## src/sv/assert_macros.svh

```systemverilog
// Assertion helpers used by the datapath. Both sample on the rising edge of clk
// and are switched off while rst is high.
`ifndef ASSERT_MACROS_SVH
`define ASSERT_MACROS_SVH

// Same-cycle implication.
`define ASSERT_IMPL(label, ante, cons, msg) \
  label: assert property (@(posedge clk) disable iff (rst) (ante) |-> (cons)) \
    else $error(msg);

// Next-cycle implication.
`define ASSERT_NEXT(label, ante, cons, msg) \
  label: assert property (@(posedge clk) disable iff (rst) (ante) |=> (cons)) \
    else $error(msg);

`endif

```

## src/sv/ckmp_pkg.sv

```systemverilog
`timescale 1ns / 1ps

package ckmp_pkg;

  localparam int PATTERN_MAX_DEFAULT = 8;

  localparam int CHAR_W      = 8;
  localparam int PAT_BYTES_W = 64;
  localparam int PAT_LEN_W   = 4;
  localparam int CFG_INDEX_W = 2;
  localparam int CFG_DATA_W  = 64;

  // Configuration register indexes.
  localparam logic [CFG_INDEX_W-1:0] CFG_PATTERN_BYTES  = 2'd0;
  localparam logic [CFG_INDEX_W-1:0] CFG_PATTERN_LENGTH = 2'd1;

  typedef enum logic [1:0] {
    ST_IDLE,
    ST_BUILD,
    ST_SEARCH
  } ckmp_state_t;

  // Commands from the controller to the datapath.
  typedef struct packed {
    logic cfg_write;
    logic load_item;
    logic build_step;
    logic search_step;
    logic finish;
  } ckmp_cmd_t;

  // Status from the datapath to the controller.
  typedef struct packed {
    logic cfg_known;
    logic build_done;
    logic step_done;
    logic out_blocked;
  } ckmp_status_t;

  // Fold ASCII upper case letters to lower case; other bytes pass unchanged.
  function automatic logic [CHAR_W-1:0] fold_byte(input logic [CHAR_W-1:0] c);
    logic [CHAR_W-1:0] r;
    r = c;
    if (c >= 8'h41 && c <= 8'h5A) begin
      r = c + 8'h20;
    end
    return r;
  endfunction

endpackage

```

## src/sv/caseless_kmp_substring_matcher.sv

```systemverilog
`timescale 1ns / 1ps
// Each text byte is taken as one beat, then one search step is made per failure link followed,
//   plus the step that advances the prefix; the next byte waits until that step is done.
// A result is registered on the output by the step that finishes its ending beat, which waits
//   while an earlier result is still held by out_stall.
// A pattern write rebuilds the failure table while both inputs are stalled.
// Reset (rst, synchronous, active high) clears pattern, table, search state and result valid.
module caseless_kmp_substring_matcher
  import ckmp_pkg::*;
#(
  parameter int PATTERN_MAX = PATTERN_MAX_DEFAULT
) (
  input  logic                   clk,
  input  logic                   rst,
  // Text beats.
  input  logic                   in_valid,
  output logic                   in_stall,
  input  logic [CHAR_W-1:0]      text_char,
  input  logic                   end_of_text,
  input  logic                   empty_text,
  // Result beats.
  output logic                   out_valid,
  input  logic                   out_stall,
  output logic                   found,
  // Configuration writes.
  input  logic                   cfg_valid,
  output logic                   cfg_ready,
  input  logic [CFG_INDEX_W-1:0] cfg_index,
  input  logic [CFG_DATA_W-1:0]  cfg_data
);

  // The controller sequences three activities: taking a beat (text or
  // configuration), rebuilding the failure table one step per cycle after a
  // pattern change, and walking the failure links for one text byte, one link
  // per cycle. The datapath holds the pattern, the table, the search state and
  // the result register, so a finished result can wait on out_stall while the
  // next text beat is already taken.
  ckmp_cmd_t    cmd;
  ckmp_status_t status;

  ckmp_ctrl u_ctrl (
    .clk       (clk),
    .rst       (rst),
    .in_valid  (in_valid),
    .in_stall  (in_stall),
    .cfg_valid (cfg_valid),
    .cfg_ready (cfg_ready),
    .status    (status),
    .cmd       (cmd)
  );

  // Both pattern and text bytes are folded from A-Z to a-z inside the
  // datapath. The used pattern length is clamped to PATTERN_MAX.
  ckmp_datapath #(
    .PATTERN_MAX (PATTERN_MAX)
  ) u_datapath (
    .clk         (clk),
    .rst         (rst),
    .cmd         (cmd),
    .status      (status),
    .cfg_index   (cfg_index),
    .cfg_data    (cfg_data),
    .text_char   (text_char),
    .end_of_text (end_of_text),
    .empty_text  (empty_text),
    .out_valid   (out_valid),
    .out_stall   (out_stall),
    .found       (found)
  );

endmodule

```

## src/sv/ckmp_ctrl.sv

```systemverilog
`timescale 1ns / 1ps

module ckmp_ctrl
  import ckmp_pkg::*;
(
  input  logic         clk,
  input  logic         rst,
  input  logic         in_valid,
  output logic         in_stall,
  input  logic         cfg_valid,
  output logic         cfg_ready,
  input  ckmp_status_t status,
  output ckmp_cmd_t    cmd
);

  ckmp_state_t state;
  ckmp_state_t state_next;

  always_ff @(posedge clk) begin
    if (rst) begin
      state <= ST_IDLE;
    end else begin
      state <= state_next;
    end
  end

  always_comb begin
    state_next = state;
    cmd        = '0;
    cfg_ready  = 1'b0;
    in_stall   = 1'b1;
    case (state)
      ST_IDLE: begin
        // A configuration beat takes priority over a text beat.
        cfg_ready = 1'b1;
        in_stall  = cfg_valid;
        if (cfg_valid) begin
          cmd.cfg_write = 1'b1;
          if (status.cfg_known) begin
            state_next = ST_BUILD;
          end
        end else if (in_valid) begin
          cmd.load_item = 1'b1;
          state_next    = ST_SEARCH;
        end
      end
      ST_BUILD: begin
        if (status.build_done) begin
          state_next = ST_IDLE;
        end else begin
          cmd.build_step = 1'b1;
        end
      end
      ST_SEARCH: begin
        if (!status.step_done) begin
          cmd.search_step = 1'b1;
        end else if (!status.out_blocked) begin
          cmd.finish = 1'b1;
          state_next = ST_IDLE;
        end
      end
      default: begin
        state_next = ST_IDLE;
      end
    endcase
  end

endmodule

```

## src/sv/ckmp_datapath.sv

```systemverilog
`timescale 1ns / 1ps
`include "assert_macros.svh"

module ckmp_datapath
  import ckmp_pkg::*;
#(
  parameter int PATTERN_MAX = PATTERN_MAX_DEFAULT
) (
  input  logic                   clk,
  input  logic                   rst,
  input  ckmp_cmd_t              cmd,
  output ckmp_status_t           status,
  input  logic [CFG_INDEX_W-1:0] cfg_index,
  input  logic [CFG_DATA_W-1:0]  cfg_data,
  input  logic [CHAR_W-1:0]      text_char,
  input  logic                   end_of_text,
  input  logic                   empty_text,
  output logic                   out_valid,
  input  logic                   out_stall,
  output logic                   found
);

  localparam int CNT_W = $clog2(PATTERN_MAX + 1);
  localparam int IDX_W = (PATTERN_MAX > 1) ? $clog2(PATTERN_MAX) : 1;

  logic [PAT_BYTES_W-1:0] pattern_bytes;
  logic [PAT_LEN_W-1:0]   pattern_length;
  logic [CNT_W-1:0]       failure_table [PATTERN_MAX];
  logic [CNT_W-1:0]       matched_prefix;
  logic                   found_flag;

  // Table build pointers.
  logic [CNT_W-1:0] bld_i;
  logic [CNT_W-1:0] bld_len;

  // Item being searched.
  logic [CNT_W-1:0]  j;
  logic [CHAR_W-1:0] char_r;
  logic              ends_r;
  logic              skip_r;

  logic [CNT_W-1:0]  used_len;
  logic [CHAR_W-1:0] pat_i;
  logic [CHAR_W-1:0] pat_len;
  logic [CHAR_W-1:0] pat_j;
  logic [CNT_W-1:0]  rd_ptr;
  logic [IDX_W-1:0]  rd_addr;
  logic [CNT_W-1:0]  ft_rd;
  logic              j_hit;
  logic [CNT_W-1:0]  new_j;
  logic              new_found;

  function automatic logic [CHAR_W-1:0] pat_at(input logic [PAT_BYTES_W-1:0] pb,
                                               input logic [IDX_W-1:0] k);
    return fold_byte(pb[CHAR_W*k +: CHAR_W]);
  endfunction

  assign used_len = (pattern_length > PAT_LEN_W'(PATTERN_MAX)) ? CNT_W'(PATTERN_MAX)
                                                               : pattern_length[CNT_W-1:0];

  assign pat_i   = pat_at(pattern_bytes, bld_i[IDX_W-1:0]);
  assign pat_len = pat_at(pattern_bytes, bld_len[IDX_W-1:0]);
  assign pat_j   = pat_at(pattern_bytes, j[IDX_W-1:0]);

  // One read port on the failure table, shared by the build and the search.
  assign rd_ptr  = cmd.build_step ? (bld_len - 1'b1) : (j - 1'b1);
  assign rd_addr = rd_ptr[IDX_W-1:0];
  assign ft_rd   = failure_table[rd_addr];

  assign j_hit     = (pat_j == char_r);
  assign new_j     = j + CNT_W'(j_hit);
  assign new_found = !skip_r && (new_j >= used_len);

  assign status.cfg_known   = (cfg_index == CFG_PATTERN_BYTES) ||
                              (cfg_index == CFG_PATTERN_LENGTH);
  assign status.build_done  = (bld_i >= used_len);
  assign status.step_done   = skip_r || (j == '0) || j_hit;
  assign status.out_blocked = ends_r && out_valid && out_stall;

  always_ff @(posedge clk) begin
    if (rst) begin
      pattern_bytes  <= '0;
      pattern_length <= '0;
      for (int k = 0; k < PATTERN_MAX; k++) begin
        failure_table[k] <= '0;
      end
      matched_prefix <= '0;
      found_flag     <= 1'b0;
      bld_i          <= CNT_W'(1);
      bld_len        <= '0;
      out_valid      <= 1'b0;
    end else begin
      // A new result may replace one that leaves in the same cycle.
      if (cmd.finish && ends_r) begin
        out_valid <= 1'b1;
      end else if (out_valid && !out_stall) begin
        out_valid <= 1'b0;
      end

      if (cmd.cfg_write) begin
        if (cfg_index == CFG_PATTERN_BYTES) begin
          pattern_bytes <= cfg_data[PAT_BYTES_W-1:0];
        end
        if (cfg_index == CFG_PATTERN_LENGTH) begin
          pattern_length <= cfg_data[PAT_LEN_W-1:0];
        end
        if (status.cfg_known) begin
          for (int k = 0; k < PATTERN_MAX; k++) begin
            failure_table[k] <= '0;
          end
          matched_prefix <= '0;
          found_flag     <= 1'b0;
          bld_i          <= CNT_W'(1);
          bld_len        <= '0;
        end
      end

      if (cmd.build_step) begin
        if (pat_i == pat_len) begin
          bld_len                           <= bld_len + 1'b1;
          failure_table[bld_i[IDX_W-1:0]] <= bld_len + 1'b1;
          bld_i                             <= bld_i + 1'b1;
        end else if (bld_len != '0) begin
          bld_len <= ft_rd;
        end else begin
          bld_i <= bld_i + 1'b1;
        end
      end

      if (cmd.finish) begin
        if (ends_r) begin
          matched_prefix <= '0;
          found_flag     <= 1'b0;
        end else if (!skip_r) begin
          matched_prefix <= new_j;
          if (new_found) begin
            found_flag <= 1'b1;
          end
        end
      end
    end
  end

  // Item and result payload.
  always_ff @(posedge clk) begin
    if (cmd.load_item) begin
      char_r <= fold_byte(text_char);
      ends_r <= end_of_text || empty_text;
      skip_r <= empty_text || (used_len == '0) || found_flag;
      j      <= (matched_prefix >= used_len) ? '0 : matched_prefix;
    end else if (cmd.search_step) begin
      j <= ft_rd;
    end
    if (cmd.finish && ends_r) begin
      found <= (used_len == '0) || found_flag || new_found;
    end
  end

  `ASSERT_IMPL(a_prefix_below_len, !found_flag && (used_len != '0), matched_prefix < used_len, "matched prefix reached the pattern length without a match")
  `ASSERT_IMPL(a_search_in_range, cmd.search_step, (j < used_len) && (j != '0), "failure link followed from an index outside the pattern")
  `ASSERT_IMPL(a_build_order, cmd.build_step, (bld_len < bld_i) && (bld_i < used_len), "table build pointers out of order")
  `ASSERT_NEXT(a_result_follows_end, cmd.finish && ends_r, out_valid, "text ended without a result")

endmodule
```

## config.mk

```make
export PLATFORM = sky130hd
export DESIGN_NAME = caseless_kmp_substring_matcher
export DESIGN_NICKNAME = d
export VERILOG_FILES = /design/src/sv/ckmp_pkg.sv /design/src/sv/caseless_kmp_substring_matcher.sv /design/src/sv/ckmp_ctrl.sv /design/src/sv/ckmp_datapath.sv
export VERILOG_INCLUDE_DIRS = /design/src /design/src/sv
export SDC_FILE = /design/constraint.sdc
export NUM_CORES = 1
export LEC_CHECK = 0
export ABC_AREA = 1
export BUFFER_PORTS_ARGS = -buffer_cell sky130_fd_sc_hd__buf_2
export CORE_MARGIN = 3
export CORE_UTILIZATION = 35
export DETAILED_ROUTE_END_ITERATION = 10
export PLACE_DENSITY = 0.52
export SLEW_MARGIN = 10
export SYNTH_ARGS = -nofsm -noshare
export SYNTH_HDL_FRONTEND = slang
export SYNTH_HIERARCHICAL = 1
export SYNTH_SLANG_ARGS = --single-unit
```

## constraint.sdc

```tcl
create_clock -name clk -period 4.45 [get_ports clk]
set_input_delay 0.6675 -clock clk [delete_from_list [all_inputs] [get_ports clk]]
set_output_delay 0.6675 -clock clk [all_outputs]
set_load 0.01 [all_outputs]
```

==> results of run 1 <==
[per-stage QoR]
step | power [uW] | instances | area (um2)
4_1_cts | 4840 | 1542 | 9340
2_1_floorplan | 2870 | 1187 | 8100
3_3_place_gp | 3430 | 1510 | 8770
6_report | 4830 | 1542 | 9340
5_1_grt | 5180 | 1542 | 9340
3_5_place_dp | 3460 | 1510 | 8770
[cells in the mapped netlist (2+ instances only)]
library cell / instances
edfxtp_1: 47
buf_1: 3
nand3_1: 82
buf_4: 6
nand3_2: 3
o221ai_1: 8
clkbuf_1: 40
buf_6: 2
xnor2_1: 10
nand4_1: 10
o21bai_1: 2
o211ai_1: 10
o21a_1: 2
o22ai_1: 6
nor2_1: 113
nor3_1: 9
a211oi_1: 2
a21oi_1: 106
buf_2: 17
nand2_1: 280
nand2_2: 4
nand3b_1: 6
ha_1: 22
dfxtp_1: 84
o21ai_1: 18
nor2_2: 5
inv_1: 115
or2_2: 4
xor2_1: 9
inv_2: 7
o21ai_0: 148
[report_power, final]
part | internal [uW] | leakage [uW] | switching (uW)
Clock | 822 | 0.000268 | 556
Sequential | 1400 | 0.00116 | 89.9
Combinational | 641 | 0.00267 | 1330
Total | 2860 | 0.00410 | 1970
[final cells by class]
| cell class | instances | area share |
|---|---|---|
| inverter | 123 | 0.0496 |
| multi-input combinational | 865 | 0.453 |
| clock inverter | 13 | 0.0145 |
| sequential | 131 | 0.331 |
| tap | 285 | 0.0382 |
| clock buffer | 19 | 0.0463 |
| timing repair buffer | 106 | 0.0667 |
[critical path, cell delays in order, from the launching register on]
cell and delay [ns]:
edfxtp_1 0.38, inv_1 0.06, buf_4 0.27, a21oi_1 0.10
o21ai_0 0.09, nand2_1 0.07, o21ai_0 0.33, o21ai_0 0.16
nand2_1 0.08, nand3_1 0.13, or2_2 0.30, nand2_1 0.08
xnor2_1 0.14, nor2_1 0.08, ha_1 0.20, ha_1 0.30
ha_1 0.29, a21boi_0 0.12, o21a_1 0.17, o21a_1 0.16
o21bai_1 0.16, nand2_1 0.06
[path summary, 6_finish.rpt]
path	cells after the start	endpoint	from
worst min-delay path	1	u_datapath/char_r[4]$_DFFE_PP_	text_char[4]
worst max register to register	21	u_datapath/found$_DFFE_PP_	u_datapath/j[0]$_DFFE_PP_
worst min register to register	2	u_datapath/pattern_length[0]$_SDFFE_PP0P_	u_datapath/pattern_length[0]$_SDFFE_PP0P_
worst max-delay path	21	u_datapath/found$_DFFE_PP_	u_datapath/j[0]$_DFFE_PP_
[cells by family (layout without fill, tap and decap cells)]
group | Yosys count | after routing | synth area share
fa+ha+maj | 22 | 22 | 0.0340
xor+xnor | 19 | 19 | 0.0205
compound gates | 305 | 305 | 0.199
buf+inv | 191 | 261 | 0.0957
flops | 131 | 131 | 0.382
simple gates | 519 | 519 | 0.269
[per-layer routing]
layer	vias to the layer above	GRT usage	part of all wire
met3	32	0.0331	0.056
met1	3644	0.306	0.49
li1	4051	-	-
met4	0	0.0672	0.020
met2	271	0.320	0.44
met5	-	0	0
[sequential cells by signal, indices dropped and copies added, names as in the netlist, 2 cells and up]
signal and cells:
u_datapath/pattern_bytes 64, u_datapath/matched_prefix 4, u_datapath/char_r 8, u_datapath/bld_i 4, u_datapath/bld_len 4, u_ctrl/state 2, u_datapath/pattern_length 4, u_datapath/j 4
u_datapath/failure_table 32
[cells in the final DEF (no fill, tap or decap), types with 2 or more instances in the layout]
cell type,count
nor3_1,9
clkbuf_1,2
clkinv_2,3
nand2_1,280
nand4_1,10
o221ai_1,8
buf_2,84
buf_4,19
nand3b_1,6
nand2_2,4
clkinvlp_4,3
o211ai_1,10
ha_1,22
o21a_1,2
clkinv_4,3
o21ai_1,18
bufinv_16,2
o21bai_1,2
nor2_1,113
nor2_2,5
buf_12,3
nand3_2,3
o22ai_1,6
o21ai_0,148
inv_1,114
dfxtp_2,2
dfxtp_1,82
or2_2,4
a21oi_1,106
a211oi_1,2
nand3_1,82
xnor2_1,10
xor2_1,9
clkbuf_16,17
edfxtp_1,47
inv_2,7
clkinv_1,3
==> flow_metrics.env, run 1 <==
export IMPL_worst_r2r_setup_slack_ns=0.47
export IMPL_drc=0
export IMPL_globalRouteOverflowTotal=0
export IMPL_numCtsBuffers=17
export IMPL_fin_ws_ns=0.473
export IMPL_cts_sinks=131
export IMPL_worstHoldPathType="primary input to flop"
export IMPL_final_setup_viol_count=0
export IMPL_tns_ns=0
export IMPL_worst_ep_required_time_ns=4.63
export IMPL_antenna_found_initial=0
export IMPL_maxSlewViolCount=0
export IMPL_gp_congestion=0.915
export IMPL_tightest_slew_ns=0.567
export IMPL_cts_tree="yes"
export IMPL_clk_pin_slew_ns=0.06
export IMPL_maxCapViolCount=0
export IMPL_portBuffers=84
export IMPL_ir_worst_vdd_v=0.000303
export IMPL_yosysTopAreaCellShare=0.208
export IMPL_cp_arrival_ns=4.16
export IMPL_power_density_nw_per_um2=517
export IMPL_hold_violations=0
export IMPL_htreeDepth=4
export IMPL_grt_util_all_layers=0.211
export IMPL_die_w_um=158
export IMPL_outcome="finished, final reports clean"
export IMPL_critPathKind="flop to flop"
export IMPL_critPathCaptureType="flop"
export IMPL_hpwlAfterDp_mm=18.5
export IMPL_seq_area_um2=3100
export IMPL_p_leak_uw=0.00410
export IMPL_hold_ws_ns=0.454
export IMPL_post_cts_resized=0
export IMPL_syn_num_nets=1290
export IMPL_cts_root_buf="clkbuf_16"
export IMPL_synth_edff_count=47
export IMPL_final_core_util=0.411
export IMPL_diodes=0
export IMPL_multi_input_area_um2=4240
export IMPL_clockBufferDepth=2
export IMPL_synth_avg_cell_area_um2=6.83
export IMPL_num_vias=7998
export IMPL_n_fill_cell=2452
export IMPL_worstSkewPairLatency_ns=0.42
export IMPL_place_ws_ns=0.505
export IMPL_synthCells=1187
export IMPL_worst_path_max_fanout=31
export IMPL_die_height_um=158
export IMPL_netlist_area_um2=8100
export IMPL_cp_start_kind="flop"
export IMPL_relSlewSlack=0.622
export IMPL_clock_skew_ns=0.0105
export IMPL_die_area_um2=25000
export IMPL_finalCriticalPeriod_ns=3.98
export IMPL_grt_pass1_vias=7290
export IMPL_routed_wl_mm=26.0
export IMPL_wl_per_cell_um=16.9
export IMPL_synthTopCellsByArea="dfxtp_1, edfxtp_1, nand2_1, o21ai_0, a21oi_1"
export IMPL_ys_warn_count=6
export IMPL_num_nets_final=1347
export IMPL_yosysTopAreaCell="dfxtp_1"
export IMPL_async_flop_share=0
export IMPL_core_area_um2=22700
export IMPL_cts_setup_buffers=0
export IMPL_synth_cell_types=38
export IMPL_io_pins=85
export IMPL_ant_nets=0
export IMPL_layout_drive_gt1_share=0.129
export IMPL_routed_via_density=5.19
export IMPL_synth_seq_area_share=0.382
export IMPL_grt_max_degree=115
export IMPL_area_growth_pct=15.3
export IMPL_grt_pass1_wl_mm=40.8
export IMPL_first_pass_iters=5
export IMPL_rsz0062_at_grt="false"
export IMPL_ys_ff_latch=131
export IMPL_cts_hold_buf=0
export IMPL_start_util=0.357
export IMPL_drt_initial_drc_count=670
export IMPL_rows=55
export IMPL_min_period_over_period=0.894
export IMPL_max_freq_ghz=0.251
export IMPL_ys_flop_type="dfxtp_1"
(Power assumes the default switching activity.)
==> inputs of run 2 (changes only) <==
- clock period: 4.45 -> 4.7 ns (I/O delays scaled with it)
==> run 2 against run 1 <==
Compared with the run above: hold slack better by 0.019 ns; clock-buffer cell count down 2; via count down 0.28%; utilization down 0.17 points; sequential power down 5%; sequential share of layout area up 0.14 points; combinational power down 8%; clock power down 3%; routed wire length about the same; first-iteration DRC count down 2.7%; design area down 0.42%; clock skew up 0.0026 ns; largest cell class unchanged; largest power group unchanged.
==> flow_metrics.env, run 2 (synthesized netlist as in run 1, its figures left out) <==
export IMPL_layout_commonest_cell="nand2_1"
export IMPL_relSlewSlack=0.352
export IMPL_rsz0062_at_grt="false"
export IMPL_portBuffers=84
export IMPL_wl_per_cell_um=16.9
export IMPL_min_period_over_period=0.847
export IMPL_largest_reg_flops=64
export IMPL_area_growth_pct=14.8
export IMPL_cts_tree="yes"
export IMPL_diodes=0
export IMPL_die_height_um=158
export IMPL_maxCapViolCount=0
export IMPL_p_leak_uw=0.00408
export IMPL_maxSlewViolCount=0
export IMPL_tns_ns=0
export IMPL_path_buf_inv=3
export IMPL_drc=0
export IMPL_ir_worst_vdd_v=0.000286
export IMPL_final_cell_mix="nand2_1, o21ai_0, inv_1"
export IMPL_cts_setup_buffers=0
export IMPL_cts_root_buf="clkbuf_16"
export IMPL_path_delay_family="adder cells"
export IMPL_tightest_slew_ns=0.968
export IMPL_grt_pass1_wl_mm=40.8
export IMPL_cp_arrival_ns=4.16
export IMPL_start_util=0.357
export IMPL_clockBufferDepth=2
export IMPL_grtUsageMet1=0.303
export IMPL_routed_wl_mm=26.1
export IMPL_core_area_um2=22700
export IMPL_outcome="finished, final reports clean"
export IMPL_drt_initial_drc_count=652
export IMPL_worstSkewPairLatency_ns=0.43
export IMPL_globalRouteOverflowTotal=0
export IMPL_hold_depth=2
export IMPL_cp_depth=19
export IMPL_final_setup_viol_count=0
export IMPL_finalCriticalPeriod_ns=3.98
export IMPL_first_pass_iters=5
export IMPL_rows=55
export IMPL_top_register="u_datapath/pattern_bytes"
export IMPL_clock_skew_ns=0.0132
export IMPL_post_cts_resized=0
export IMPL_gp_congestion=0.922
export IMPL_top_regs="u_datapath/pattern_bytes (64), u_datapath/failure_table (32), u_datapath/char_r (8)"
export IMPL_fin_cells=1539
export IMPL_cp_start_kind="flop"
export IMPL_worstHoldPathType="flop to flop"
export IMPL_worst_ep_required_time_ns=4.88
export IMPL_grt_pass1_vias=7335
export IMPL_worst_r2r_setup_slack_ns=0.72
export IMPL_cp_slowest_cell="edfxtp_1"
export IMPL_gr_usage_met3=0.0303
export IMPL_htreeDepth=4
export IMPL_place_inst=1507
export IMPL_cp_common_cell="ha_1"
export IMPL_num_nets_final=1344
export IMPL_cts_sinks=131
export IMPL_n_fill_cell=2400
export IMPL_numCtsBuffers=17
export IMPL_power_density_nw_per_um2=492
export IMPL_crit_chain="inv_1, buf_4, nor2_1, o21ai_0, inv_1, o21ai_0, ha_1, or2_2, nand2_1, xnor2_1, nor2_1, ha_1, ha_1, ha_1, a21boi_0, o21a_1, o21a_1, o21bai_1, nand2_1"
export IMPL_io_pins=85
export IMPL_worst_path_max_fanout=13
export IMPL_rr_worst_depth=19
export IMPL_routed_via_density=5.18
export IMPL_layout_drive_gt1_share=0.130
export IMPL_grt_max_degree=64
export IMPL_grt_use_met2=0.322
export IMPL_cts_hold_buf=0
export IMPL_max_freq_ghz=0.251
export IMPL_critPathCaptureType="flop"
export IMPL_ant_nets=0
export IMPL_grt_util_all_layers=0.211
export IMPL_hold_violations=0
export IMPL_critPathKind="flop to flop"
export IMPL_hpwlAfterDp_mm=18.9
export IMPL_final_core_util=0.410
export IMPL_max_stage_delay_ns=0.38
export IMPL_clk_pin_slew_ns=0.07
export IMPL_num_vias=7976
export IMPL_die_w_um=158
export IMPL_antenna_found_initial=0
export IMPL_die_area_um2=25000
export IMPL_busiest_layer="met2"
run 2: cell types whose count changed in the layout (fill, tap and decap cells not counted), sizes merged:
cell / change
inv: +7
clkinv: -4
buf: -3
clkbuf: -2
bufinv: -1
run 2: path summary, 6_finish.rpt:
path                                              from                                   endpoint
max                          u_datapath/j[0]$_DFFE_PP_                 u_datapath/found$_DFFE_PP_
min          u_datapath/pattern_length[0]$_SDFFE_PP0P_  u_datapath/pattern_length[0]$_SDFFE_PP0P_
max reg2reg                  u_datapath/j[0]$_DFFE_PP_                 u_datapath/found$_DFFE_PP_
min reg2reg  u_datapath/pattern_length[0]$_SDFFE_PP0P_  u_datapath/pattern_length[0]$_SDFFE_PP0P_
run 2: metal layers:
layer / wire length (um) / vias to the layer above
met3: 1470 / 41
met4: 620 / 0
met1: 12600 / 3638
met5: 0 / -
li1: - / 4048
met2: 11400 / 249
run 2: power by group:
part           internal, uW  total (uW)  switching, uW
sequential             1320        1420            101
combinational           593        1810           1220
clock                   752        1340            590
total                  2670        4580           1910
run 2: cell type report:
cell class,instances,area (um2),share of cell area
Inverter,123,463,0.0498
Timing Repair Buffer,103,563,0.0605
Tap cell,285,357,0.0383
Clock buffer,17,425,0.0457
Multi-Input combinational cell,865,4240,0.455
Sequential cell,131,3100,0.333
Clock inverter,15,164,0.0176
run 2: worst min-delay path, cell delays in order, from the launching register on:
cell and delay, ns:
dfxtp_1 0.31, inv_1 0.06, a21oi_1 0.05
run 2: through the flow:
step	worst slack [ns]	hold slack, ns	power (uW)	instance area [um2]
finish	0.720	0.473	4580	9300
CTS	0.704	0.476	4580	9300
floorplan	0.888	0.444	2720	8100
global route	0.319	0.477	4900	9300
global placement	0.747	0.466	3220	8710
detailed placement	0.708	0.465	3230	8710
==> inputs of run 3 (changes only) <==
- PLACE_DENSITY: 0.52 -> 0.54
- clock period: 4.7 -> 3.4 ns (I/O delays scaled with it)
==> run 3 against run 2 <==
Compared with the run above: the flow now finishes with violations (negative setup slack); non-clock buffer count is 86 higher; routed wire length is 3.3% higher; clock-buffer cell count is 1 higher; cell count is 5.7% higher; critical path depth is 2 higher; worst setup slack worse by 0.96 ns; largest power group unchanged; clock skew is 0.0036 ns lower.
==> flow_metrics.env, run 3 (synthesized netlist as in run 1, its figures left out) <==
export IMPL_top_regs="u_datapath/pattern_bytes (64), u_datapath/failure_table (32), u_datapath/char_r (8)"
export IMPL_hold_depth=1
export IMPL_crit_chain="buf_6, clkinvlp_4, a21oi_2, o21ai_1, nand2_1, o21ai_2, buf_4, xnor2_2, nor3_2, nand3_1, nor3_2, nand2_1, nor2_2, ha_2, ha_4, ha_4, a21boi_1, o21a_1, o21a_1, o21bai_1, nand2_1"
export IMPL_die_w_um=158
export IMPL_p_leak_uw=0.00458
export IMPL_ant_nets=0
export IMPL_p_int_uw=4460
export IMPL_final_core_util=0.458
export IMPL_gp_congestion=0.935
export IMPL_worst_path_max_fanout=6
export IMPL_grt_pass1_vias=7796
export IMPL_critPathCaptureType="flop"
export IMPL_hpwlAfterDp_mm=19.9
export IMPL_core_area_um2=22700
export IMPL_globalRouteOverflowTotal=0
export IMPL_maxSlewViolCount=0
export IMPL_grt_util_all_layers=0.218
export IMPL_p_sw_uw=2930
export IMPL_drt_initial_drc_count=700
export IMPL_worstHoldPathType="primary input to flop"
export IMPL_worstSkewPairLatency_ns=0.42
export IMPL_power_sequential_fraction=0.264
export IMPL_min_period_over_period=1.07
export IMPL_cp_arrival_ns=3.82
export IMPL_hold_violations=0
export IMPL_antenna_found_initial=0
export IMPL_placed_area_um2=9360
export IMPL_cts_tree="yes"
export IMPL_die_height_um=158
export IMPL_fin_area_um2=10400
export IMPL_drc=0
export IMPL_rows=55
export IMPL_worst_r2r_setup_slack_ns=-0.24
export IMPL_n_fill_cell=2332
export IMPL_hold_end="u_datapath/char_r[4]$_DFFE_PP_"
export IMPL_tightest_slew_ns=0.638
export IMPL_pwr_share_comb=0.489
export IMPL_start_util=0.357
export IMPL_finalCriticalPeriod_ns=3.64
export IMPL_worst_ep_required_time_ns=3.58
export IMPL_num_nets_final=1431
export IMPL_htreeDepth=4
export IMPL_reg2reg_from="u_datapath/j[0]$_DFFE_PP_"
export IMPL_power_density_nw_per_um2=711
export IMPL_fin_ws_ns=-0.242
export IMPL_diodes=0
export IMPL_switching_share=0.396
export IMPL_max_freq_ghz=0.275
export IMPL_rsz0062_at_grt="true"
export IMPL_clock_skew_ns=0.00954
export IMPL_pwr_share_clk=0.247
export IMPL_outcome="finished, violations left"
export IMPL_clk_pin_slew_ns=0.06
export IMPL_area_growth_pct=28.3
export IMPL_grt_pass1_wl_mm=42.3
export IMPL_max_stage_delay_ns=0.42
export IMPL_top_register="u_datapath/pattern_bytes"
export IMPL_numCtsBuffers=17
export IMPL_critPathKind="flop to flop"
export IMPL_cp_common_cell="nand2_1"
export IMPL_die_area_um2=25000
export IMPL_p_total_uw=7390
export IMPL_layout_drive_gt1_share=0.229
export IMPL_relSlewSlack=0.573
export IMPL_rr_worst_depth=21
export IMPL_num_vias=8390
export IMPL_grt_max_degree=55
export IMPL_cts_root_buf="clkbuf_16"
export IMPL_cp_slowest_cell="edfxtp_1"
export IMPL_portBuffers=84
export IMPL_cts_sinks=131
export IMPL_layout_commonest_cell="nand2_1"
export IMPL_maxCapViolCount=0
export IMPL_timing_rr_end="u_datapath/found$_DFFE_PP_"
export IMPL_cp_start_kind="flop"
export IMPL_clockBufferDepth=2
export IMPL_ir_worst_vdd_v=0.000360
export IMPL_routed_wl_mm=26.9
export IMPL_failed_checks="negative setup slack"
export IMPL_tns_ns=-0.454
export IMPL_largest_reg_flops=64
export IMPL_worst_hold_startpoint="text_char[4]"
export IMPL_final_setup_viol_count=2
export IMPL_place_ws_ns=-0.218
export IMPL_routed_via_density=5.16
export IMPL_final_cell_mix="nand2_1, o21ai_0, nor2_1"
export IMPL_first_pass_iters=5
export IMPL_wl_per_cell_um=16.6
export IMPL_io_pins=85
run 3: repair_timing:
| item | CTS | global route |
|---|---|---|
| hold buffers | 0 | 0 |
| endpoints found under the setup margin | 7 | 28 |
| buffers inserted | 6 | 11 |
| pin swaps | 25 | 40 |
| cloned | 2 | 2 |
| resized for setup | 30 | 57 |
run 3: area by class of cell:
class	count	area [um2]	area share
timing repair inverter	1	7.51	0.000722
timing repair buffer	189	1380	0.133
multi-input combinational	865	4490	0.432
inverter	123	482	0.0463
clock inverter	14	154	0.0148
clock buffer	18	429	0.0413
sequential	131	3100	0.298
tap	285	357	0.0343
run 3: worst max-delay path by stage:
stage / slack, ns / to / cells after the start / start
floorplan: -0.03 / u_datapath/found$_DFFE_PP_ / 23 / u_datapath/j[0]$_DFFE_PP_
global placement: -0.19 / u_datapath/found$_DFFE_PP_ / 19 / u_datapath/j[0]$_DFFE_PP_
detailed placement: -0.22 / u_datapath/found$_DFFE_PP_ / 20 / u_datapath/j[0]$_DFFE_PP_
CTS: -0.18 / u_datapath/found$_DFFE_PP_ / 21 / u_datapath/j[0]$_DFFE_PP_
global route: -0.54 / u_datapath/found$_DFFE_PP_ / 21 / u_datapath/j[0]$_DFFE_PP_
finish: -0.24 / u_datapath/found$_DFFE_PP_ / 21 / u_datapath/j[0]$_DFFE_PP_
run 3: power by group through the flow:
stage	Clock, uW	Combinational (uW)	Sequential, uW
global route	1930	4000	1970
global placement	0	2970	1980
floorplan	0	1950	1940
detailed placement	0	2980	1970
finish	1830	3610	1950
CTS	1870	3230	1940
run 3: per-layer routing:
metal / track usage / share of wire / wire, um / up-vias
li1: - / - / - / 4230
met1: 0.307 / 0.46 / 12500 / 3859
met3: 0.0372 / 0.061 / 1640 / 27
met5: 0 / 0 / 0 / -
met4: 0.0619 / 0.020 / 547 / 0
met2: 0.345 / 0.45 / 12200 / 274
run 3: critical path: cells and delay by family, from the launching register on:
kind            cells  cell delay, ns
buf+inv             3            0.48
compound gates      7            0.95
xor+xnor            1            0.12
fa+ha+maj           3            0.64
simple gates        7            0.79
flops               1            0.42
run 3: per-stage QoR:
stage / instances / hold WS (ns)
after floorplan: 1187 / 0.444
after global placement: 1574 / 0.468
after detailed placement: 1574 / 0.469
after CTS: 1614 / 0.279
after global routing: 1626 / 0.290
final: 1626 / 0.297
